$ cat config.mk
export PLATFORM = sky130hd
export DESIGN_NAME = lid_front
export DESIGN_NICKNAME = d
export VERILOG_FILES = /design/src/design/lid_pkg.sv /design/src/design/lid_front.sv
export SDC_FILE = /design/constraint.sdc
export NUM_CORES = 1
export LEC_CHECK = 0
export BUFFER_PORTS_ARGS = -buffer_cell sky130_fd_sc_hd__buf_2
export CORE_MARGIN = 8
export CORE_UTILIZATION = 30
export DETAILED_ROUTE_END_ITERATION = 16
export HOLD_SLACK_MARGIN = 0.03
export SYNTH_ARGS = -nofsm -noshare
export SYNTH_HDL_FRONTEND = slang
export SYNTH_SLANG_ARGS = --single-unit
$ cat constraint.sdc
create_clock -name i_clk -period 8.5 [get_ports i_clk]
set_input_delay 0 -clock i_clk [delete_from_list [all_inputs] [get_ports i_clk]]
set_output_delay 0 -clock i_clk [all_outputs]
set_load 0.005 [all_outputs]
$ cat src/design/lid_pkg.sv
`timescale 1ns / 1ps

package lid_pkg;

    // Field and datapath widths
    localparam int SAMPLE_BITS = 24;
    localparam int REF_BITS    = 16;
    localparam int PROD_BITS   = SAMPLE_BITS + REF_BITS;
    localparam int SUM_BITS    = 56;
    localparam int OUT_BITS    = 24;
    localparam int SQ_BITS     = 2 * OUT_BITS;
    localparam int PHASE_BITS  = 32;
    localparam int LUT_BITS    = 6;
    localparam int SCALE_BITS  = 16;
    localparam int CFG_BITS    = 32;
    localparam int AVG_SHIFT   = 15;
    localparam int QUEUE_DEPTH = 4;

    // NCO advance per sample, reduced modulo one turn
    localparam logic [PHASE_BITS-1:0] NCO_STEP = 32'd171800177;
    // Cosine leads sine by a quarter turn of the table
    localparam logic [LUT_BITS-1:0] QUARTER_TURN = 6'd16;

    // Register reset values
    localparam logic [PHASE_BITS-1:0] PHASE_OFFSET_RST  = '0;
    localparam logic [15:0]           AVERAGE_COUNT_RST = 16'd40;
    localparam logic [SCALE_BITS-1:0] FIELD_SCALE_RST   = 16'd390;

    // Q15 sine reference, one full turn
    localparam logic signed [REF_BITS-1:0] REF_TABLE [64] = '{
        16'sd0,      16'sd3211,   16'sd6392,   16'sd9511,
        16'sd12539,  16'sd15446,  16'sd18204,  16'sd20787,
        16'sd23169,  16'sd25329,  16'sd27244,  16'sd28897,
        16'sd30272,  16'sd31356,  16'sd32137,  16'sd32609,
        16'sd32767,  16'sd32609,  16'sd32137,  16'sd31356,
        16'sd30272,  16'sd28897,  16'sd27244,  16'sd25329,
        16'sd23169,  16'sd20787,  16'sd18204,  16'sd15446,
        16'sd12539,  16'sd9511,   16'sd6392,   16'sd3211,
        16'sd0,      -16'sd3211,  -16'sd6392,  -16'sd9511,
        -16'sd12539, -16'sd15446, -16'sd18204, -16'sd20787,
        -16'sd23169, -16'sd25329, -16'sd27244, -16'sd28897,
        -16'sd30272, -16'sd31356, -16'sd32137, -16'sd32609,
        -16'sd32767, -16'sd32609, -16'sd32137, -16'sd31356,
        -16'sd30272, -16'sd28897, -16'sd27244, -16'sd25329,
        -16'sd23169, -16'sd20787, -16'sd18204, -16'sd15446,
        -16'sd12539, -16'sd9511,  -16'sd6392,  -16'sd3211
    };

    typedef enum logic [1:0] {
        CFG_PHASE_OFFSET  = 2'd0,
        CFG_AVERAGE_COUNT = 2'd1,
        CFG_FIELD_SCALE   = 2'd2
    } t_cfg_index;

    typedef enum logic [3:0] {
        BK_IDLE,
        BK_MUL,
        BK_ACC,
        BK_DIV_GO,
        BK_DIV_WAIT,
        BK_AVG,
        BK_SQUARE,
        BK_ROOT_GO,
        BK_ROOT_WAIT,
        BK_EMIT
    } t_back_state;

    typedef struct packed {
        logic [1:0]                    axis;
        logic signed [SAMPLE_BITS-1:0] sample;
    } t_in_item;

    typedef struct packed {
        logic [1:0]                 axis_out;
        logic signed [OUT_BITS-1:0] in_phase;
        logic signed [OUT_BITS-1:0] quadrature;
        logic [OUT_BITS-1:0]        magnitude;
        logic [OUT_BITS-1:0]        field;
    } t_out_item;

    // Work handed from the front to the back
    typedef struct packed {
        logic [1:0]                    axis;
        logic signed [SAMPLE_BITS-1:0] sample;
        logic [LUT_BITS-1:0]           ref_idx;
    } t_job;

    typedef struct packed {
        logic [PHASE_BITS-1:0] phase_offset;
        logic [15:0]           average_count;
        logic [SCALE_BITS-1:0] field_scale;
    } t_cfg;

endpackage

$ cat src/design/lid_front.sv
`timescale 1ns / 1ps

module lid_front
    import lid_pkg::*;
#(
    parameter int NUM_AXES = 3
) (
    input  logic     i_clk,
    input  logic     i_rst_n,
    input  t_cfg     i_cfg,
    input  logic     i_accept,
    input  t_in_item i_item,
    output logic     o_job_push,
    output t_job     o_job
);

    localparam int AXIS_IDX_BITS = (NUM_AXES > 1) ? $clog2(NUM_AXES) : 1;

    logic [PHASE_BITS-1:0]    r_nco [NUM_AXES];
    logic [3:0]               axis_wide;
    logic [AXIS_IDX_BITS-1:0] axis_idx;
    logic                     axis_ok;
    logic [PHASE_BITS-1:0]    phase;

    // Classify: temperature and other unused axes are dropped here
    assign axis_wide = {2'b00, i_item.axis};
    assign axis_idx  = axis_wide[AXIS_IDX_BITS-1:0];
    assign axis_ok   = int'(i_item.axis) < NUM_AXES;

    // Reference lookup phase uses the NCO value before its advance
    assign phase = r_nco[axis_idx] + i_cfg.phase_offset;

    assign o_job_push   = i_accept && axis_ok;
    assign o_job.axis    = i_item.axis;
    assign o_job.sample  = i_item.sample;
    assign o_job.ref_idx = phase[PHASE_BITS-1 -: LUT_BITS];

    // Per-axis NCO, never cleared except by reset
    always_ff @(posedge i_clk) begin
        if (!i_rst_n) begin
            for (int a = 0; a < NUM_AXES; a++) begin
                r_nco[a] <= '0;
            end
        end else if (o_job_push) begin
            r_nco[axis_idx] <= r_nco[axis_idx] + NCO_STEP;
        end
    end

endmodule

# --- Word-level counts from Yosys, hierarchy flattened ---
# Memory sizes are Yosys's and may differ from the RTL's.
# Cells that the tools add are included.
totals:
  input_bits: 93
  memories: 1
  ramBits: 96
  register_bits: 0
classes:
  n_lt_le_gt_ge: 1
  reduce_logical: 2
  n_addsub: 2
  mux: 7
memory_table:
  columns: ["memory", "words", "width", "rd", "rd_clocked_by_memory_dff", "write_ports", "line_no", "rtl"]
  rows:
  - ["r_nco", 3, 32, 1, 0, 3, "lid_front.sv:19", "logic [PHASE_BITS-1:0] r_nco [NUM_AXES];"]
op_table:
  columns: ["operator", "count"]
  rows:
  - ["adder 32 x 28 -> 32 bit, second input constant", 1]
  - ["adder 32 bit", 1]
  - ["2-to-1 mux 32 bit", 1]
  - ["OR reduction 32 bit", 1]
  - ["2-to-1 mux 1 bit", 5]
  - ["< comparator 2 bit, second input constant", 1]
  - ["2-to-1 mux 2 bit", 1]
  - ["logical AND 1 bit", 1]

# --- Logic depth before layout (Yosys ltp) ---
# Gate-level depths: netlist (run 1).
logic_depth:
  ltp_word: 7
  ltp_mapped: 14
  ltp_nobuf: 9

# --- Least setup slack after synthesis (run 1) ---
# Ideal clock, no wire load.
synth_timing:
  path_type: "input to output"
  from: "in i_item[24] in the netlist's numbering"
  to: "out o_job[4] in the netlist's numbering"
  stages: 12
  t_arrival_ps: 2960
  required_time_ps: 8500
  setup_slack_ps: 5540
  path_cell_list: "buf_6 > buf_6 > buf_6 > mux4_2 > ha_1 > nand2_1 > or3_1 > nor4_1 > a32oi_1 > a311oi_1 > a21oi_1 > xnor2_1"
synth_lines:
  columns: ["item", "line_no", "rtl"]
  rows:
  - ["from (decl)", "lid_front.sv:12", "input t_in_item i_item,"]
  - ["to (decl)", "lid_front.sv:14", "output t_job o_job"]

==> results of run 1 <==
layout make-up:
type                            instances  area [sq um]  share of cell area [%]
Sequential cell                       128          3840                    46.0
Multi-Input combinational cell        390          2920                    35.0
Timing Repair Buffer                   75           510                    6.11
Clock buffer                           18           429                    5.13
Tap cell                              319           399                    4.77
Inverter                               43           161                    1.93
Clock inverter                         14          92.6                    1.11
cell usage after synthesis, drive strengths merged, types with 2 or more instances:
| library cell | instances |
|---|---|
| mux4 | 32 |
| buf | 35 |
| and4 | 2 |
| edfxtp | 128 |
| a21oi | 20 |
| a211oi | 2 |
| a21o | 8 |
| o211ai | 3 |
| clkbuf | 10 |
| nand3 | 9 |
| nor2 | 116 |
| or3 | 3 |
| xor2 | 12 |
| or4 | 3 |
| a311oi | 4 |
| inv | 43 |
| nand2b | 3 |
| o21a | 6 |
| o31ai | 3 |
| a31oi | 3 |
| o21ai | 13 |
| nor4 | 6 |
| ha | 31 |
| a221oi | 2 |
| nand2 | 25 |
| nand4 | 4 |
| xnor2 | 17 |
| o221ai | 2 |
| nor3 | 8 |
| a21boi | 2 |
| and2 | 2 |
| nor2b | 5 |
layout by cell type (no fill, tap or decap), types with 7 or more instances in the layout:
cell type	n
buf_2	45
mux4_1	7
a21o_1	8
nand2_1	24
mux4_2	25
clkbuf_16	17
xor2_1	12
nand3_1	9
conb_1	32
inv_1	43
a21oi_1	20
nor2_1	116
ha_1	31
dlygate4sd3_1	24
edfxtp_1	128
o21ai_0	12
xnor2_1	17
nor3_1	7
per-stage QoR:
stage | total power [mW] | cells | util, %
after global placement | 1.13 | 931 | 32.5
final | 1.77 | 987 | 35.7
after floorplan | 1.05 | 606 | -
after detailed placement | 1.13 | 931 | 32.5
after CTS | 1.79 | 987 | 35.7
after global routing | 1.86 | 987 | 35.7
logic make-up after synthesis:
family,Yosys count
and+or+nand+nor,191
DFF,128
buffers and inverters,88
AOI/OAI and AO/OA,75
muxes,32
adders and majority gates,31
xor gates and xnor gates,29
other,1
report_power, final:
part           total, mW  switching [mW]  leakage [nW]  internal (mW)
clock network      0.642           0.272         0.246          0.369
registers          0.772          0.0113          1.31          0.760
logic              0.358           0.217          1.80          0.140
worst min-delay path by stage:
stage | to | slack (ps) | cells after the start
finish | o_job[31] | 180 | 2
global route | o_job[31] | 200 | 2
CTS | o_job[31] | 190 | 2
detailed placement | o_job[10] | 0.03 | 0
global placement | o_job[10] | 0.03 | 0
floorplan | o_job[10] | 80 | 1
repair_timing:
item                                    in CTS  in global routing
endpoints found under the setup margin       0                  0
hold endpoints to repair                    24                  0
hold buffers                                24                  0
worst max-delay path, cell delays in order:
cell and delay, ps:
buf_2 70, buf_4 520, mux4_1 780, ha_1 360, inv_1 50, or3_1 460, nor4_1 320, a32oi_1 260
a311oi_1 550, and4_1 260, nor3_1 50, buf_2 140
per-layer routing:
metal,vias to the layer above,global-route usage [%],wire length [microns],share of wire [%]
li1,2223,-,-,-
met3,18,2.15,774,4.8
met1,2257,14.3,7140,44
met5,-,0,0,0
met2,96,18.7,7960,49
met4,0,4.73,216,1.3
==> summary.txt, run 1 <==
Run status
  – Run status: complete, no violations

Drt
  – Wire per inst: 16.3 microns
  – DRT Pass-1 Iters: 5
  – DRC: 0
  – Detailed Route Iter0 Violations: 311
  – Drt total wl: 16100 microns
  – Via density: between 4 and 5
  – DR vias: 4594
  – Post-DRT Antenna Nets: 0

Placed design
  – Post-DP HPWL: 10200 microns
  – # port buffers: 45
  – Gpl congestion: between 0.7 and 0.8
  – Post-DP Area: 0.00760 sq mm
  – Setup Slack @ Placement: 4520 ps

GRT
  – Largest net degree at the start of global routing: 38
  – First-pass GRT wire length: approximately 25000 microns
  – Number of global-route vias before repair: 4552
  – Global Route Usage Sum: 11.3%
  – Grt total ovfl: 0
  – Initial antenna violation count: 0

Synth
  – Xor and xnor area share after synthesis: under 10%
  – Fraction of registers with async set/reset: 0%
  – Synthesized area per cell: ~12 sq um
  – FF+latch count, synth: 128
  – Cell Area, Synth: 0.00711 sq mm
  – Post-synthesis mux area share: 10.5%
  – Area leader, netlist: edfxtp_1
  – Post-synthesis adder-cell area fraction: under 10%
  – Post-synthesis compound-gate area fraction: approximately 7.7%
  – Simple-Gate Fraction of Synth Area: 12.2%
  – Cells after synthesis: 575
  – Synth warn: 0
  – Yosys cell types: 56
  – Sequential area share after synthesis: 54.0%
  – Main combinational cell family by area after synthesis: simple AND/OR/NAND/NOR gates
  – Synth top area share: 54.0%
  – Most used DFF post-synth: edfxtp_1
  – Synth top area cells: edfxtp_1, mux4_2, nor2_1
  – Number of enable flip-flop cells after synthesis: 128

STA
  – Tcrit/Tclk final: a little under half
  – Tightest Pin Transition: 831 ps
  – Final hold violations: 0
  – Setup_tns: 0 ps
  – Worst Skew: 5.22 ps
  – Peak Freq: between 200 and 300 MHz
  – Setup violations, final: 0
  – Max_slew headroom: 44.6%
  – Max-slew violation count: 0
  – Fin crit period: 3860 ps
  – Setup WS post-layout: around 4600 ps
  – RSZ-0062 raised after global routing: no
  – WHS: ~180 ps

Floorplanning
  – Die Height: about 170 microns
  – Core Region: about 0.023 sq mm
  – Total Die Area: a little under 0.03 sq mm
  – Die width: between 150 and 200 microns
  – Core Rows: 56
  – Starting Density: between 30% and 40%
  – Ports: 126

Critical path
  – CP Capture Point: o_job[5]
  – Reg2reg end: r_nco[0][23]
  – Startpoint types: input pin
  – RR Startpoint: r_nco[1][14]
  – Critical Path Source: i_item[24]
  – Critical path endpoint category: output pin
  – Flop-to-flop setup slack: between 5000 and 6000 ps
  – Path depth of the worst reg2reg path: 7
  – Worst Path Max Fanout: 37
  – Data arrival, critical path: about 3900 ps
  – CP Class: in2out
  – Worst EP required: 8500 ps

Flow run
  – Max Cap Viol: 0

Finish
  – Max FFs per register: 128
  – Post-route cell area: between 0.008 and 0.009 sq mm
  – Antenna diode count: 0
  – Share of layout cells above drive strength 1: 17.8%
  – Largest regs: r_nco x128
  – Top reg by flops: r_nco
  – Layout Area Growth over Synthesis: 17.5%
  – Final-layout fill cell count: 2354
  – Final #Nets: 779

CTS
  – CTS buffer count: 17
  – Clock sinks: 128
  – Max clock buf depth: 2
  – Clock latency on the worst-skew pair: 420 ps
  – Setup bufs post-CTS: 0
  – CTS root buf: clkbuf_16
  – CTS tree: done
  – Post-CTS Resized: 0
  – CTS H-tree lvls: 4

Power and ir drop
  – Leakage: 3.35 nW
  – Worst vdd ir: 125 uV
  – Power density cells: between 200 and 250 mW/mm^2

Worst hold path
  – HP Class: in2out
  – HP Start: i_item[25]
No activity file was read; power rests on OpenSTA's default activity.
==> run 2, diff against run 1 <==
- clock period: 8.5 -> 3.7 ns (I/O delays scaled with it)
==> run 2 against run 1 <==
- non-clock buffer count increased by 25
- register-to-register slack got worse by 4700 ps
- final area increased by 4.0%
- via count increased by 2.3%
- clock power increased to 2.7 times the previous value
- final cell count increased by 2.5%
- sequential share of layout area decreased by 1.8 points
- sequential power increased by 130%
- first-iteration DRC count decreased by 1.6%
- highest routed layer unchanged
==> summary.txt, run 2 (synthesized netlist as in run 1, its figures left out) <==
STA
  – Worst Skew: approximately 8.5 ps
  – Tightest Pin Transition: roughly 760 ps
  – Setup WS post-layout: 180 ps
  – Setup_tns: 0 ps
  – Fin crit period: between 3000 and 4000 ps
  – RSZ-0062 raised after global routing: no
  – Final hold violations: 0
  – Max-slew violation count: 0
  – Max_slew headroom: 49.4%
  – Tcrit/Tclk final: 95.1%
  – WHS: 190 ps
  – Peak Freq: approximately 280 MHz
  – Setup violations, final: 0

Finish
  – Antenna diode count: 0
  – Core Util, Final: 37.2%
  – Layout Area Growth over Synthesis: 22.2%
  – Finished Layout Cells: 1012
  – Post-route cell area: 0.00870 sq mm
  – Final #Nets: approximately 800
  – Commonest non-fill, non-tap cell in the layout: edfxtp_1
  – Max FFs per register: 128
  – Share of layout cells above drive strength 1: 21.6%
  – Top reg by flops: r_nco
  – Most frequent cells in the layout: edfxtp_1, nor2_1, buf_2, inv_1, conb_1
  – Largest regs: r_nco x128

Critical path
  – Data arrival, critical path: 3520 ps
  – Slowest-stage cell, CP: mux4_2
  – Flop-to-flop setup slack: 620 ps
  – Worst Path Max Fanout: 4
  – Crit path cell chain: mux4_2 -> ha_4 -> nand2_1 -> or3_4 -> buf_4 -> nor3_1 -> a32oi_1 -> buf_4 -> a311oi_4 -> buf_4 -> xor2_1 -> buf_2
  – Worst EP required: 3700 ps
  – Path depth of the worst reg2reg path: 8
  – Top delay family on crit path: simple AND/OR/NAND/NOR gates
  – Startpoint types: flip-flop
  – CP most frequent cell: buf_4
  – Reg2reg end: r_nco[2][30]
  – Critical path endpoint category: output pin
  – CP peak stage delay: roughly 550 ps
  – CP Class: reg2out
  – RR Startpoint: r_nco[1][20]
  – Worst path bufs/invs: 4

CTS
  – Clock sinks: roughly 130
  – CTS tree: done
  – CTS root buf: clkbuf_16
  – CTS H-tree lvls: 4
  – Clock latency on the worst-skew pair: 420 ps
  – Max clock buf depth: 2
  – CTS clk-pin slew, worst paths: 50 ps
  – CTS buffer count: 17

Placed design
  – Gpl congestion: approximately 0.80
  – # port buffers: 45
  – Post-DP HPWL: 11200 microns
  – Placed insts: 951
  – Post-DP Area: slightly below 0.008 sq mm
  – Setup Slack @ Placement: 144 ps

Worst hold path
  – Worst hold stages: 3
  – Hold endpoint: r_nco[1][31]
  – HP Class: in2reg
  – HP Start: i_rst_n

Floorplanning
  – Starting Density: 30.4%
  – Total Die Area: around 0.029 sq mm
  – Core Region: 0.0234 sq mm
  – Core Rows: 56
  – Die width: 170 microns
  – Ports: 126
  – Die Height: approximately 170 microns

Drt
  – DRC: 0
  – Post-DRT Antenna Nets: 0
  – Detailed Route Iter0 Violations: approximately 300
  – Wire per inst: 16.6 microns
  – Via density: 4.65
  – Drt total wl: between 15000 and 20000 microns
  – DR vias: 4701
  – DRT Pass-1 Iters: 6

Power and ir drop
  – Leakage: 3.52 nW
  – Power density cells: just over 500 mW/mm^2
  – Total Power Consumption: 4.41 mW
  – Worst vdd ir: 299 uV

GRT
  – Global Route Usage Sum: 11.9%
  – Largest net degree at the start of global routing: 34
  – Number of global-route vias before repair: 4836
  – Grt total ovfl: 0
  – Initial antenna violation count: 0
  – First-pass GRT wire length: 26100 microns

Flow run
  – Max Cap Viol: 0

Run status
  – Run status: complete, no violations
## run 2: how the worst max path moves through the flow
stage / from / to / slack [ps] / cells past startpoint
after CTS: r_nco[3][23] / o_job[5] / 40 / 11
final: r_nco[3][23] / o_job[3] / 180 / 12
after floorplan: i_item[24] / o_job[4] / 740 / 12
after detailed placement: i_item[24] / o_job[5] / 140 / 13
after global routing: r_nco[3][23] / o_job[5] / 5 / 12
after global placement: i_item[24] / o_job[5] / 200 / 13
## run 2: power by group
part           internal [mW]  total (mW)  switching, mW
Sequential              1.75        1.77         0.0265
Clock                   1.12        1.75          0.625
Combinational          0.366       0.888          0.522
## run 2: worst min-delay path, delay by kind of cell
| family | cells | cell delay [ps] |
|---|---|---|
| buffers and inverters | 2 | 340 |
| AND/OR/NAND/NOR | 1 | 80 |
## run 2: what timing repair did
| item | 4_1_cts | 5_1_grt |
|---|---|---|
| setup endpoints to repair | 2 | 3 |
| hold buffers | 24 | 0 |
| setup buffers | 0 | 5 |
| pin swaps | 0 | 2 |
| resized for setup | 1 | 8 |
| endpoints found under the hold margin | 24 | 0 |
## run 2: area by class of cell
class	count	area [sq um]
well taps	319	399
clock inverters	14	191
fillers	2313	14700
flip-flops and latches	128	3840
clock buffers	18	429
multi-input cells	390	2970
repair buffers	100	698
inverters	43	161
## run 2: layer usage
metal | wire length, microns | global-route usage, % | vias to the layer above
met4 | 257 | 5.19 | 0
met5 | 0 | 0 | -
li1 | - | - | 2277
met3 | 596 | 2.06 | 13
met2 | 8460 | 20.1 | 91
met1 | 7490 | 14.7 | 2320
==> run 3, diff against run 2 <==
- CORE_UTILIZATION: 30 -> 32
==> run 3 against run 2 <==
- die area shrank 5.7%
- critical endpoint is now o_job[5]
- combinational power shrank 2.6%
- count of clock-buffer cells in the layout grew 1
- largest power group unchanged
- critical path type unchanged
- sequential power is essentially flat
==> summary.txt, run 3 (synthesized netlist as in run 1, its figures left out) <==
Run status
  – Run status: complete, no violations

STA
  – Tightest Pin Transition: between 700 and 800 ps
  – Setup_tns: 0 ps
  – RSZ-0062 raised after global routing: no
  – Fin crit period: ~3500 ps
  – Tcrit/Tclk final: 94.4%
  – Max_slew headroom: 51.8%
  – Setup violations, final: 0
  – Final hold violations: 0
  – Worst Skew: 7.64 ps
  – Max-slew violation count: 0
  – Peak Freq: 286 MHz

Placed design
  – # port buffers: 45
  – Post-DP HPWL: 11100 microns
  – Gpl congestion: 0.813
  – Post-DP Area: 0.00765 sq mm

Drt
  – Post-DRT Antenna Nets: 0
  – Wire per inst: between 15 and 20 microns
  – DRC: 0
  – DRT Pass-1 Iters: 4
  – Detailed Route Iter0 Violations: around 320
  – Via density: just under 5
  – DR vias: 4682
  – Drt total wl: roughly 17000 microns

Worst hold path
  – HP Class: in2reg
  – Worst hold stages: 3
  – HP Start: i_rst_n
  – Hold endpoint: r_nco[1][29]

CTS
  – CTS clk-pin slew, worst paths: around 60 ps
  – Clock latency on the worst-skew pair: ~420 ps
  – CTS root buf: clkbuf_16
  – CTS H-tree lvls: 4
  – CTS buffer count: 17
  – CTS tree: done
  – Clock sinks: 128
  – Max clock buf depth: 2

Power and ir drop
  – Leakage: 3.49 nW
  – Worst vdd ir: 243 uV
  – Power density cells: 504 mW/mm^2

GRT
  – Global Route Usage Sum: 12.5%
  – Largest net degree at the start of global routing: 34
  – Grt total ovfl: 0
  – Initial antenna violation count: 0
  – First-pass GRT wire length: 25700 microns
  – Number of global-route vias before repair: 4812

Floorplanning
  – Core Rows: 54
  – Die width: 165 microns
  – Core Region: 0.0218 sq mm
  – Starting Density: 32.6%
  – Ports: 126
  – Die Height: 165 microns
  – Total Die Area: 0.0273 sq mm

Finish
  – Post-route cell area: 0.00858 sq mm
  – Commonest non-fill, non-tap cell in the layout: edfxtp_1
  – Multi-input logic area: about 0.003 sq mm
  – Antenna diode count: 0
  – Most frequent cells in the layout: edfxtp_1, nor2_1, buf_2, inv_1, conb_1
  – Largest regs: r_nco x128
  – Max FFs per register: 128
  – Top reg by flops: r_nco
  – Final-layout fill cell count: 2097
  – Register area: 0.00384 sq mm
  – Share of layout cells above drive strength 1: 20.7%
  – Final #Nets: 798
  – Layout Area Growth over Synthesis: 20.6%

Critical path
  – Reg2reg end: r_nco[0][23]
  – RR Startpoint: r_nco[1][14]
  – CP Class: reg2out
  – Startpoint types: flip-flop
  – Path depth of the worst reg2reg path: 7
  – Worst EP required: around 3700 ps
  – Data arrival, critical path: 3490 ps
  – Critical path endpoint category: output pin
  – Worst Path Max Fanout: 4
  – Flop-to-flop setup slack: roughly 630 ps

Flow run
  – Max Cap Viol: 0
[run 3: how the worst max path moves through the flow]
| stage | start | end | slack, ps | depth (start not counted) |
|---|---|---|---|---|
| 2_1_floorplan | i_item[24] | o_job[4] | 740 | 12 |
| 4_1_cts | r_nco[1][19] | o_job[5] | 50 | 10 |
| 3_3_place_gp | i_item[24] | o_job[5] | 100 | 12 |
| 3_5_place_dp | i_item[24] | o_job[5] | 60 | 12 |
| 5_1_grt | r_nco[3][23] | o_job[4] | 0.7 | 10 |
| 6_report | r_nco[1][18] | o_job[5] | 210 | 11 |
[run 3: through the flow]
stage / worst slack (ps) / hold slack [ps] / std cells / total power, mW / utilization, %
floorplan: 740 / 80.8 / 606 / 2.41 / -
global placement: 99.2 / 0.0346 / 905 / 2.61 / 35.1
detailed placement: 59.2 / 0.0346 / 905 / 2.63 / 35.1
CTS: 46.4 / 165 / 961 / 4.34 / 38.9
global route: 0.715 / 173 / 967 / 4.52 / 39.3
finish: 208 / 178 / 967 / 4.32 / 39.3
[run 3: layout make-up]
cell class | instances | area share [%]
clock buffers | 19 | 5.05
clock inverters | 13 | 1.88
inverters | 43 | 1.88
multi-input cells | 390 | 34.5
flip-flops and latches | 128 | 44.8
well taps | 280 | 4.08
repair buffers | 94 | 7.79
[run 3: where the power goes]
part	total (mW)	internal, mW	switching, mW
clock network	1.68	1.06	0.624
logic	0.865	0.352	0.513
registers	1.77	1.75	0.0266
total	4.32	3.16	1.16
[run 3: worst max-delay path: stages, from the launching register on]
cell and delay (ps):
edfxtp_1 360, mux4_1 550, ha_1 340, inv_1 60, or3_4 410, buf_4 170, nor3_2 190, a32oi_2 130
a311oi_2 440, and4_1 240, nor3_1 50, buf_2 140
[run 3: timing repair]
action / in CTS / in global routing
cloned: 0 / 0
setup endpoints to repair: 2 / 3
pin swaps: 0 / 2
buffers inserted: 0 / 6
hold buffers: 24 / 0
hold endpoints to repair: 24 / 0
resized for setup: 1 / 9
[run 3: per-layer routing]
metal,track usage (%),part of all wire [%],routed length (microns),up-vias
li1,-,-,-,2264
met1,15.1,41,6810,2252
met2,21.1,49,8040,144
met3,2.53,8.1,1340,22
met4,5.69,2.2,360,0
met5,0,0,0,-
