File: config.mk
export PLATFORM = sky130hd
export DESIGN_NAME = lid_queue
export DESIGN_NICKNAME = d
export VERILOG_FILES = /design/src/design/lid_pkg.sv /design/src/design/lid_queue.sv
export SDC_FILE = /design/constraint.sdc
export NUM_CORES = 1
export LEC_CHECK = 0
export ABC_CLOCK_PERIOD_IN_PS = 4900
export BUFFER_PORTS_ARGS = -buffer_cell sky130_fd_sc_hd__buf_2
export CORE_MARGIN = 1
export CORE_UTILIZATION = 25
export CTS_CLUSTER_DIAMETER = 200
export DETAILED_ROUTE_END_ITERATION = 8
export PLACE_DENSITY_LB_ADDON = 0.2
export SETUP_SLACK_MARGIN = 0.02
export SLEW_MARGIN = 20
export SYNTH_ARGS = -nofsm -noshare
export SYNTH_HDL_FRONTEND = slang
export SYNTH_SLANG_ARGS = --single-unit
export TNS_END_PERCENT = 30
File: constraint.sdc
create_clock -name i_clk -period 4.9 [get_ports i_clk]
set_input_delay 0.98 -clock i_clk [delete_from_list [all_inputs] [get_ports i_clk]]
set_output_delay 0.98 -clock i_clk [all_outputs]
set_load 0.005 [all_outputs]
File: src/design/lid_pkg.sv
`timescale 1ns / 1ps

package lid_pkg;

    // Field and datapath widths
    localparam int SAMPLE_BITS = 24;
    localparam int REF_BITS    = 16;
    localparam int PROD_BITS   = SAMPLE_BITS + REF_BITS;
    localparam int SUM_BITS    = 56;
    localparam int OUT_BITS    = 24;
    localparam int SQ_BITS     = 2 * OUT_BITS;
    localparam int PHASE_BITS  = 32;
    localparam int LUT_BITS    = 6;
    localparam int SCALE_BITS  = 16;
    localparam int CFG_BITS    = 32;
    localparam int AVG_SHIFT   = 15;
    localparam int QUEUE_DEPTH = 4;

    // NCO advance per sample, reduced modulo one turn
    localparam logic [PHASE_BITS-1:0] NCO_STEP = 32'd171800177;
    // Cosine leads sine by a quarter turn of the table
    localparam logic [LUT_BITS-1:0] QUARTER_TURN = 6'd16;

    // Register reset values
    localparam logic [PHASE_BITS-1:0] PHASE_OFFSET_RST  = '0;
    localparam logic [15:0]           AVERAGE_COUNT_RST = 16'd40;
    localparam logic [SCALE_BITS-1:0] FIELD_SCALE_RST   = 16'd390;

    // Q15 sine reference, one full turn
    localparam logic signed [REF_BITS-1:0] REF_TABLE [64] = '{
        16'sd0,      16'sd3211,   16'sd6392,   16'sd9511,
        16'sd12539,  16'sd15446,  16'sd18204,  16'sd20787,
        16'sd23169,  16'sd25329,  16'sd27244,  16'sd28897,
        16'sd30272,  16'sd31356,  16'sd32137,  16'sd32609,
        16'sd32767,  16'sd32609,  16'sd32137,  16'sd31356,
        16'sd30272,  16'sd28897,  16'sd27244,  16'sd25329,
        16'sd23169,  16'sd20787,  16'sd18204,  16'sd15446,
        16'sd12539,  16'sd9511,   16'sd6392,   16'sd3211,
        16'sd0,      -16'sd3211,  -16'sd6392,  -16'sd9511,
        -16'sd12539, -16'sd15446, -16'sd18204, -16'sd20787,
        -16'sd23169, -16'sd25329, -16'sd27244, -16'sd28897,
        -16'sd30272, -16'sd31356, -16'sd32137, -16'sd32609,
        -16'sd32767, -16'sd32609, -16'sd32137, -16'sd31356,
        -16'sd30272, -16'sd28897, -16'sd27244, -16'sd25329,
        -16'sd23169, -16'sd20787, -16'sd18204, -16'sd15446,
        -16'sd12539, -16'sd9511,  -16'sd6392,  -16'sd3211
    };

    typedef enum logic [1:0] {
        CFG_PHASE_OFFSET  = 2'd0,
        CFG_AVERAGE_COUNT = 2'd1,
        CFG_FIELD_SCALE   = 2'd2
    } t_cfg_index;

    typedef enum logic [3:0] {
        BK_IDLE,
        BK_MUL,
        BK_ACC,
        BK_DIV_GO,
        BK_DIV_WAIT,
        BK_AVG,
        BK_SQUARE,
        BK_ROOT_GO,
        BK_ROOT_WAIT,
        BK_EMIT
    } t_back_state;

    typedef struct packed {
        logic [1:0]                    axis;
        logic signed [SAMPLE_BITS-1:0] sample;
    } t_in_item;

    typedef struct packed {
        logic [1:0]                 axis_out;
        logic signed [OUT_BITS-1:0] in_phase;
        logic signed [OUT_BITS-1:0] quadrature;
        logic [OUT_BITS-1:0]        magnitude;
        logic [OUT_BITS-1:0]        field;
    } t_out_item;

    // Work handed from the front to the back
    typedef struct packed {
        logic [1:0]                    axis;
        logic signed [SAMPLE_BITS-1:0] sample;
        logic [LUT_BITS-1:0]           ref_idx;
    } t_job;

    typedef struct packed {
        logic [PHASE_BITS-1:0] phase_offset;
        logic [15:0]           average_count;
        logic [SCALE_BITS-1:0] field_scale;
    } t_cfg;

endpackage

File: src/design/lid_queue.sv
`timescale 1ns / 1ps

module lid_queue
    import lid_pkg::*;
(
    input  logic i_clk,
    input  logic i_rst_n,
    input  logic i_push,
    input  t_job i_data,
    output logic o_full,
    input  logic i_pop,
    output logic o_empty,
    output t_job o_data
);

    localparam int PTR_BITS = $clog2(QUEUE_DEPTH);

    t_job              r_mem [QUEUE_DEPTH];
    logic [PTR_BITS-1:0] r_wr_ptr;
    logic [PTR_BITS-1:0] r_rd_ptr;
    logic [PTR_BITS:0]   r_count;
    logic                do_push;
    logic                do_pop;

    assign o_full  = r_count == (PTR_BITS + 1)'(QUEUE_DEPTH);
    assign o_empty = r_count == '0;
    assign o_data  = r_mem[r_rd_ptr];
    assign do_push = i_push && !o_full;
    assign do_pop  = i_pop && !o_empty;

    // Pointers and fill level
    always_ff @(posedge i_clk) begin
        if (!i_rst_n) begin
            r_wr_ptr <= '0;
            r_rd_ptr <= '0;
            r_count  <= '0;
        end else begin
            if (do_push) begin
                r_wr_ptr <= r_wr_ptr + 1'b1;
            end
            if (do_pop) begin
                r_rd_ptr <= r_rd_ptr + 1'b1;
            end
            if (do_push && !do_pop) begin
                r_count <= r_count + 1'b1;
            end else if (do_pop && !do_push) begin
                r_count <= r_count - 1'b1;
            end
        end
    end

    // Storage
    always_ff @(posedge i_clk) begin
        if (do_push) begin
            r_mem[r_wr_ptr] <= i_data;
        end
    end

endmodule

# Word-level counts from Yosys, hierarchy flattened
# Memory sizes are Yosys's and may differ from the RTL's. A register that Yosys moved wholly into a read port is not among the register bits.
# Index checks and enable logic that the tools add are counted.
# totals
ram_bits	128
memories	1
regBits	7
output_inout_bits	34
latch_bits	0
word_cells	25
mem_bits_ro	0
# memory_table
memory	depth	word_bits	read_ports	rd_ports_with_merged_regs	wr	line	text
r_mem	4	32	1	1	1	lid_queue.sv:18	t_job r_mem [QUEUE_DEPTH];
# classes
div	0
n_shift	0
mux	6
n_eq_ne	1
add_sub_neg	4
n_mul	0
n_lt_le_gt_ge	0
bitwise_logic	0
reduce_logical	10
# op_table
cell	count
$mux 3	2
$add 2x1->2 const B	2
$logic_and 1x1->1	4
$logic_not 1->1	4
$mux 2	2
$add 3x1->3 const B	1
$eq 3x3->1 const B	1
$logic_not 3->1	1
$sub 3x1->3 const B	1
$mux 1	2
$reduce_bool 2->1	1

# Depth between registers and ports, before layout
# Gate-level depths: netlist of the first run.
# depth
depth_word	7
mapped_depth	9
ltp_nobuf	8

# Least setup slack after synthesis of the first run
# OpenSTA, ideal clock, no wires.
# synth_path
path_kind	input -> register
from	input port i_push
to	register r_count[2]
required_time_ns	4.824
slack_ns	2.422
stages	8
arrival_time_ns	2.402
path_cell_list	nor2b_1 -> buf_6 -> ha_1 -> inv_1 -> fa_1 -> xor2_1 -> or3_1 -> a21boi_0
# synth_via
elab_chain_cells	4
# synth_rtl
item	line	text
start: declaration	lid_queue.sv:8	input logic i_push,
$logic_and 1x1->1 *	lid_queue.sv:28	assign do_push = i_push && !o_full;
via do_push	lid_queue.sv:22	logic do_push;
$logic_not 1->1	lid_queue.sv:46	end else if (do_pop && !do_push) begin
$logic_and 1x1->1	lid_queue.sv:46	
$reduce_bool 2->1 (no line)	--	
end signal: assignment	lid_queue.sv:45	r_count <= r_count + 1'b1;
end signal: assignment	lid_queue.sv:47	r_count <= r_count - 1'b1;
end: declaration	lid_queue.sv:21	logic [PTR_BITS:0] r_count;
# Mark *: on every way through the listed nets, which the timed path passes. The rest lies on a longest branch.
# A chain may end at the register's enable or synchronous reset.

==> metrics, run 1 <==
status completed; Iteration-0 DRC Markers 120; die area 0.0212 mm^2; PwrDens 532 mW/mm^2; layout cells sized above 1 0.451; CTS buffer count 17; Die X-Extent 145 um; die height 145 um; CP Capture Type output pin; first-pass GRT wire length 15.3 mm; Nets 337; vias in the first global route 2603; CTS resizes 0; Final Cycle Share 0.689; num rows 52; Starting Density 0.254; gpl congestion 0.625; Post-Syn Area 0.00515 mm^2; post-synthesis cell type count 24; #FFs+latches synth between 100 and 150; CP required around 3.9 ns; HPWL Detailed 5.56 mm; CTS clock-pin slew for the worst setup and hold paths 0.06 ns; area occupied by multi-input gates about 0.001 mm^2; Crit Path Class flip-flop to output pin; post-route ant nets 0; Worst Hold Launch r_wr_ptr[0]; Filler cells 1960; deepest clock path buffer count 2; worst-skew pair later-pin latency 0.41 ns; Max Clock Freq 296 MHz; storage element area 0.00403 mm^2; DRC Markers 0; Tmin final about 3.4 ns; antenna violations before repair 0; Least-Margin Pin Slew a little under 1 ns; post-synthesis sequential area ratio 0.782; synthesized area per cell 23.9 um^2; Max Cap Violations 0; setup TNS 0 ns; # Post-CTS Setup Buffers 0; root buffer cell clkbuf_16; CTS Hold Bufs 0; Hold Crit Class flip-flop to flip-flop; Crit Path Max Fanout 21; total track usage 0.102; Vias 2315; WL per Instance 17.0 um; Syn Inst Count 215; CP Data Arrival Time around 2.4 ns; setup violators final 0; Synth Warn # 0; grt ovf 0; final setup margin 1.52 ns; # diodes 0; Hold Vio Cnt, Final 0; Reg-to-Reg Start r_count[0]; CTS sink count 137; # IOs 70; DRT Pass-1 Iters 4; Syn Nets between 200 and 300; max-slew violations 0; worst-case clock skew around 0.0036 ns; Post-Route WL 9.81 mm; startpoint types flip-flop; largest net degree at the start of global routing 33; H-tree Lvls 4; area growth from synthesis to layout 22.6%; Post-Place Setup Slack 1.87 ns; RSZ-0062 raised after global routing no; Peak VDD IR 0.259 mV; Slew HR 0.338; Core Area between 0.02 and 0.025 mm^2; vias per cell 4.01; Leak 2.10 nW; CTS tree done; port bufs 69
## area by class of cell
cell class | count | area share
Clock buffer | 17 | 0.0674
Inverter | 3 | 0.00178
Tap cell | 270 | 0.0535
Sequential cell | 137 | 0.638
Timing Repair Buffer | 70 | 0.0559
Clock inverter | 15 | 0.0224
Multi-Input combinational cell | 66 | 0.161
## registers in the layout (all words and copies together), names as in the netlist, named ones only
signal	count
r_mem	128
r_count	3
r_rd_ptr	2
r_wr_ptr	2
## cell families after synthesis
| logic type | synth area share |
|---|---|
| AOI/OAI and AO/OA | 0.00656 |
| DFF | 0.782 |
| xor gates and xnor gates | 0.00681 |
| muxes | 0.147 |
| buffers and inverters | 0.0219 |
| adders and majority gates | 0.0160 |
| and+or+nand+nor | 0.0197 |
## where the power goes
part           switching, mW  total, mW  internal [mW]
Sequential             0.112       1.54           1.43
Combinational          0.261      0.606          0.345
Clock                  0.509       1.21          0.706
## synth_stat cells
library cell,number,share of area
a21boi_0,1,0.0015
and2_1,8,0.0097
buf_12,3,0.012
buf_2,3,0.0029
buf_6,2,0.0044
clkbuf_1,1,0.00073
dfxtp_1,9,0.035
edfxtp_1,128,0.75
fa_1,1,0.0039
ha_1,5,0.012
inv_1,3,0.0022
mux2i_1,3,0.0058
mux4_1,2,0.010
mux4_2,30,0.13
nand2_1,4,0.0029
nor2b_1,2,0.0024
nor3_1,1,0.00097
nor3b_2,1,0.0024
o21ai_0,1,0.00097
o311ai_1,1,0.0017
o31ai_2,1,0.0024
or3_1,1,0.0012
xnor2_1,3,0.0051
xor2_1,1,0.0017
## worst max-delay path: stages (launching register included)
cell and delay (ns):
dfxtp_2 0.85, buf_4 0.42, mux4_2 0.56, buf_2 0.14
## final timing paths
path	endpoint	slack (ns)	cells past startpoint
max	o_data[0]	1.52	3
min	r_wr_ptr[0]	0.51	2
max reg2reg	r_count[2]	2.55	8
min reg2reg	r_wr_ptr[0]	0.51	2
## layer usage
| metal | share of wire | up-vias | track usage |
|---|---|---|---|
| met3 | 0.062 | 11 | 0.0461 |
| met5 | 0 | - | 0 |
| met2 | 0.48 | 57 | 0.161 |
| met4 | 0.011 | 0 | 0.0363 |
| li1 | - | 1058 | - |
| met1 | 0.44 | 1189 | 0.124 |
## cell usage in the layout, fill, tap and decap left out, drive strengths merged, types with 4 or more instances in the layout
cell type and instances:
ha 5, and2 8, clkinvlp 5, nand2 4, inv 9, clkbuf 17, edfxtp 128, buf 70
dfxtp 9, mux4 32
## per-stage QoR
stage          instance area (um^2)  hold slack (ns)  utilization  instances  power, mW
6_report                       6310            0.507        0.312        578       3.36
5_1_grt                        6310            0.540        0.312        578       3.54
4_1_cts                        6310            0.513        0.312        578       3.43
3_5_place_dp                   5740            0.504        0.284        546       2.20
3_3_place_gp                   5740            0.482        0.284        546       2.19
2_1_floorplan                  5150            0.468            -        215       1.98
Note: power is estimated with default switching activity, not from simulation.
==> run 2, diff against run 1 <==
--- a/config.mk
+++ b/config.mk
@@ -5,7 +5,8 @@
 export SDC_FILE = /design/constraint.sdc
 export NUM_CORES = 1
 export LEC_CHECK = 0
-export ABC_CLOCK_PERIOD_IN_PS = 4900
+export ABC_AREA = 1
+export ABC_CLOCK_PERIOD_IN_PS = 3150
 export BUFFER_PORTS_ARGS = -buffer_cell sky130_fd_sc_hd__buf_2
 export CORE_MARGIN = 1
 export CORE_UTILIZATION = 25
==> constraint.sdc (replaced) <==
create_clock -name i_clk -period 3.15 [get_ports i_clk]
set_input_delay 0.63 -clock i_clk [delete_from_list [all_inputs] [get_ports i_clk]]
set_output_delay 0.63 -clock i_clk [all_outputs]
set_load 0.005 [all_outputs]
==> run 2 against run 1 <==
Against the previous run: die area rose by 2.4%; flip-flop and latch count did not move; clock skew up 0.0033 ns; area after synthesis grew 2.4%; critical path depth rose by 1; register-to-register slack worse by 1.4 ns; routed wire length grew 20%; power up 61%; final cell count increased by 28%; clock power is 61% higher; critical endpoint is now o_data[17]; worst hold slack worse by 0.076 ns.
==> metrics, run 2 <==
CTS clock-pin slew for the worst setup and hold paths ~0.050 ns; post-synthesis cell type count 22; HPWL Detailed 6.86 mm; Final Cell Area 0.00651 mm^2; #FFs+latches synth around 140; largest family of logic cells by synthesized area compound AO/OA/AOI/OAI gates; Hold Crit Class primary input to flip-flop; # IOs 70; die area 0.0217 mm^2; grt ovf 0; Slew HR 0.531; CTS Hold Bufs 0; worst-case clock skew 0.00684 ns; Max Cap Violations 0; DRC Markers 0; Crit Path Max Fanout 30; CTS tree done; Peak VDD IR 0.441 mV; Nets 497; Synth area leaders edfxtp_1, nor2_1, o22ai_1; area occupied by multi-input gates between 0.001 and 0.0015 mm^2; total track usage 0.115; Worst path max stage delay 0.58 ns; deepest clock path buffer count 2; Placed Area 0.00593 mm^2; Synth Warn # 0; top_reg_cell synth edfxtp_1; Tmin final 2.54 ns; port bufs 69; Setup crit end o_data[17]; H-tree Lvls 4; CTS buffer count 17; Synth Area in Adders 0.0157; Reg2Reg Setup Slack 1.12 ns; post-synthesis sequential area ratio 0.764; DRT Pass-1 Iters 5; Top reg by flops r_mem; storage element area 0.00403 mm^2; layout cells sized above 1 0.241; Hold Vio Cnt, Final 0; Starting Density 0.258; largest net degree at the start of global routing 65; synthesized area per cell 13.9 um^2; Post-synth EDFFs ~130; Post-Syn Area 0.00527 mm^2; Commonest cells post-synth edfxtp_1, nor2_1, o21ai_0, o22ai_1, o21ai_1; WL per Instance around 16 um; commonest cells after routing, fill and taps aside edfxtp_1, nor2_1, buf_2; setup TNS 0 ns; first-pass GRT wire length about 18 mm; PwrDens a little over 800 mW/mm^2; worst-skew pair later-pin latency 0.41 ns; Final Cycle Share 0.806; cell accounting for the most synthesized area edfxtp_1; Post-Route WL 11.8 mm; Async SR Flop Fraction 0; # diodes 0; die height 147 um; vias in the first global route 3280; Filler cells 2072; CP Capture Type output pin; Leak 2.31 nW; Least-Margin Pin Slew 0.703 ns; Synth Area in XOR/XNOR 0.00166; CP required 2.52 ns; commonest non-fill, non-tap cell in the layout edfxtp_1; num rows between 50 and 60; post-route ant nets 0; # Post-CTS Setup Buffers 0; CP Data Arrival Time 1.91 ns; root buffer cell clkbuf_16; CP max stage cell dfxtp_2; Syn Nets roughly 420; Max Clock Freq between 300 and 400 MHz; Largest regs r_mem: 128 flops, r_count: 3 flops; Vias approximately 3.2k; setup violators final 0; Reg-to-Reg Start r_count[0]; antenna violations before repair 1; Core Area 0.0204 mm^2; RR Endpoint r_count[2]; Die X-Extent 147 um; Synth top area share 0.729; count leader, synth edfxtp_1; CTS resizes 0; CTS sink count 137; Iteration-0 DRC Markers 142; mux share of post-synthesis cell area 0; vias per cell approximately 4.4; worst path cell trace buf_4, o21ai_0, o22ai_1, buf_2; Synth Area in Simple Gates 0.0724; area growth from synthesis to layout 23.6%; Synth Area in Compound Gates 0.103; status completed; Crit Path Class flip-flop to output pin; Reg2Reg Depth 13; startpoint types flip-flop; gpl congestion 0.723; max reg flops 128; RSZ-0062 raised after global routing no; max-slew violations 0; Syn Inst Count approximately 380
run 2: power breakdown:
| group | leakage (nW) | switching (mW) | internal [mW] | total, mW |
|---|---|---|---|---|
| registers | 1.25 | 0.0877 | 2.22 | 2.30 |
| logic | 0.776 | 0.725 | 0.421 | 1.15 |
| clock network | 0.286 | 0.716 | 1.23 | 1.95 |
| total | 2.31 | 1.53 | 3.87 | 5.40 |
run 2: kinds of logic (layout without fill, tap and decap cells):
family                   Yosys count  in the layout
buffers and inverters             37            126
adder cells (fa/ha/maj)            6              6
AND/OR/NAND/NOR                   98             98
XOR/XNOR                           1              1
AO/OA/AOI/OAI                    100            100
flip-flops                       137            137
run 2: cell type report:
class | count | share of cell area
well taps | 270 | 0.0519
repair buffers | 76 | 0.0688
inverters | 18 | 0.0115
clock buffers | 18 | 0.0659
multi-input cells | 205 | 0.160
flip-flops and latches | 137 | 0.618
clock inverters | 14 | 0.0238
run 2: stage by stage:
stage | setup slack, ns | util | hold slack [ns] | instances | total power [mW]
2_1_floorplan | 0.667 | - | 0.465 | 379 | 3.06
3_3_place_gp | 1.04 | 0.290 | 0.490 | 706 | 3.51
3_5_place_dp | 0.997 | 0.290 | 0.505 | 706 | 3.53
4_1_cts | 0.547 | 0.319 | 0.410 | 738 | 5.51
5_1_grt | 0.455 | 0.319 | 0.413 | 738 | 5.71
6_report | 0.612 | 0.319 | 0.431 | 738 | 5.40
run 2: how the worst min path moves through the flow:
stage                start           end  cells past startpoint
6_report        i_data[19]  r_mem[2][19]                      1
5_1_grt         i_data[28]  r_mem[1][28]                      1
4_1_cts         i_data[19]  r_mem[2][19]                      1
3_5_place_dp   r_rd_ptr[0]     flip-flop                      2
3_3_place_gp   r_rd_ptr[0]   r_rd_ptr[0]                      2
2_1_floorplan  r_rd_ptr[1]     flip-flop                      2
run 2: critical path: cells and delay by family (launching register included):
| family | cells | cell delay [ns] |
|---|---|---|
| flip-flops | 1 | 0.58 |
| buffers and inverters | 2 | 0.55 |
| AO/OA/AOI/OAI | 2 | 0.35 |
run 2: layer usage:
| metal | up-vias | routed length, um | part of all wire | GRT usage |
|---|---|---|---|---|
| met3 | 12 | 610 | 0.052 | 0.0357 |
| li1 | 1547 | - | - | - |
| met2 | 71 | 6150 | 0.52 | 0.206 |
| met4 | 0 | 142 | 0.012 | 0.0448 |
| met1 | 1581 | 4910 | 0.42 | 0.128 |
| met5 | - | 0 | 0 | 0 |
==> run 3, diff against run 2 <==
--- a/config.mk
+++ b/config.mk
@@ -6,7 +6,7 @@
 export NUM_CORES = 1
 export LEC_CHECK = 0
 export ABC_AREA = 1
-export ABC_CLOCK_PERIOD_IN_PS = 3150
+export ABC_CLOCK_PERIOD_IN_PS = 2300
 export BUFFER_PORTS_ARGS = -buffer_cell sky130_fd_sc_hd__buf_2
 export CORE_MARGIN = 1
 export CORE_UTILIZATION = 25
==> constraint.sdc (replaced) <==
create_clock -name i_clk -period 2.3 [get_ports i_clk]
set_input_delay 0.46 -clock i_clk [delete_from_list [all_inputs] [get_ports i_clk]]
set_output_delay 0.46 -clock i_clk [all_outputs]
set_load 0.005 [all_outputs]
==> run 3 against run 2 <==
Against the previous run: utilization shrank 0.092 points; via count shrank 0.56%; global-route usage shrank 0.098 points; critical endpoint is now o_data[13]; clock-buffer cell count grew 4; sequential power grew 36%; sequential share of layout area increased by 0.18 points; final cell count is 0.54% higher; highest routed layer unchanged; largest cell class unchanged.
==> metrics, run 3 (synthesized netlist as in run 2, its figures left out) <==
CTS clock-pin slew for the worst setup and hold paths 0.05 ns; commonest cells after routing, fill and taps aside edfxtp_1, nor2_1, buf_2; gpl congestion 0.666; CP Data Arrival Time roughly 1.7 ns; worst-case clock skew between 0.005 and 0.006 ns; worst path cell trace inv_2, buf_4, o21ai_1, o22ai_1, buf_2; Switching Share 0.284; Peak VDD IR 0.427 mV; Post-Place Cells 711; num rows 52; # diodes 0; max reg flops 128; hold_ws 0.266 ns; largest net degree at the start of global routing 65; antenna violations before repair 1; Reg2Reg Setup Slack 0.26 ns; non-filler cells, final 742; startpoint types flip-flop; CP top delay family buffers and inverters; root buffer cell clkbuf_16; Final Cycle Share 0.917; WHS Path Cells 1; Gate power share 0.223; total track usage 0.114; Leak about 2.3 nW; Starting Density 0.258; Vias 3193; CTS Hold Bufs 0; Reg2Reg Depth 13; critical path depth 5; Slew HR 0.719; Least-Margin Pin Slew roughly 0.42 ns; CTS buffer count 17; Largest regs r_mem: 128 flops, r_count: 3 flops; Top reg by flops r_mem; status completed; vias in the first global route 3236; layout cells sized above 1 0.246; RR Endpoint r_count[2]; area growth from synthesis to layout 23.2%; Tmin final 2.11 ns; Final Cell Area 0.00649 mm^2; vias per cell 4.30; first-pass GRT wire length 18.1 mm; commonest non-fill, non-tap cell in the layout edfxtp_1; PwrDens 1120 mW/mm^2; Internal 5.21 mW; CP Buf/Inv Count 3; Flop pwr share 0.431; Post-Route WL 11.7 mm; Worst Hold Launch i_data[21]; DRC Markers 0; CP max stage cell dfxtp_1; H-tree Lvls 4; port bufs 69; # IOs 70; RSZ-0062 raised after global routing no; Max Cap Violations 0; Hold Path End r_mem[0][21]; Worst path max stage delay 0.32 ns; die area 0.0217 mm^2; Hold Vio Cnt, Final 0; Psw 2.06 mW; Total Power 7.27 mW; Crit Path Class flip-flop to output pin; die height 147 um; clock power share 0.346; post-route ant nets 0; worst-skew pair later-pin latency 0.41 ns; area occupied by multi-input gates 0.00104 mm^2; Nets 502; Iteration-0 DRC Markers 133; setup violators final 0; Placed Area 0.00594 mm^2; CTS sink count 137; Die X-Extent 147 um; CTS tree done; Filler cells 2066; Hold Crit Class primary input to flip-flop; CP required 1.84 ns; Crit Path Max Fanout 18; Max Clock Freq 474 MHz; DRT Pass-1 Iters 6; storage element area 0.00403 mm^2; Core Area roughly 0.020 mm^2; CP Capture Type output pin; WL per Instance 15.8 um; deepest clock path buffer count 2; max-slew violations 0; grt ovf 0; Reg-to-Reg Start r_count[0]; HPWL Detailed approximately 7.0 mm
run 3: changes by cell type in the layout (fill, tap and decap cells not counted), moves of 2 or more:
| cell | delta |
|---|---|
| buf_4 | +5 |
| clkbuf_1 | +4 |
| clkinv_1 | -3 |
| buf_12 | -2 |
| buf_6 | +2 |
run 3: how the worst max path moves through the flow:
stage                     from          end  slack, ns
global placement    r_count[0]   r_count[2]       0.37
global route         flip-flop   o_data[24]       0.03
finish               flip-flop   o_data[13]       0.19
detailed placement  r_count[0]   r_count[2]       0.27
CTS                  flip-flop   o_data[20]       0.08
floorplan           r_count[0]  r_mem[1][0]      -0.11
run 3: power groups by stage:
stage	Clock [mW]	Combinational, mW	Sequential (mW)
2_1_floorplan	0	1.03	3.16
3_3_place_gp	0	1.64	3.18
3_5_place_dp	0	1.67	3.18
4_1_cts	2.58	1.67	3.13
5_1_grt	2.67	1.84	3.16
6_report	2.51	1.62	3.13
run 3: layout make-up:
type,instances,area share
inverters,18,0.0116
clock buffers,22,0.0684
flip-flops and latches,137,0.620
well taps,270,0.0520
repair buffers,81,0.0720
multi-input cells,205,0.161
clock inverters,9,0.0156
run 3: timing repair:
| item | in CTS | in global routing |
|---|---|---|
| setup endpoints to repair | 0 | 2 |
| setup buffers | 0 | 0 |
| resized for setup | 0 | 2 |
| endpoints found under the hold margin | 0 | 0 |
run 3: worst reg2reg max path, stage by stage, from the launching register on:
cell	delay [ns]
dfxtp_1	0.42
nor2_2	0.06
nand2_1	0.13
nand2_2	0.18
inv_1	0.14
ha_1	0.19
inv_1	0.08
fa_1	0.38
inv_1	0.08
nand2_1	0.05
nand3_1	0.09
nand2_1	0.06
nand2_1	0.05
nor2_1	0.03
run 3: per-stage QoR:
step / worst slack, ns / TNS (ns) / utilization
5_1_grt: 0.0255 / 0 / 0.318
3_3_place_gp: 0.369 / 0 / 0.291
4_1_cts: 0.0814 / 0 / 0.318
2_1_floorplan: -0.114 / -14.56 / -
3_5_place_dp: 0.267 / 0 / 0.291
6_report: 0.190 / 0 / 0.318
run 3: layer usage:
layer  track usage  routed length [um]  up-vias
met1         0.133                5120     1561
li1              -                   -     1554
met2         0.192                5870       68
met4        0.0397                 108        0
met3        0.0441                 598       10
met5             0                   0        -
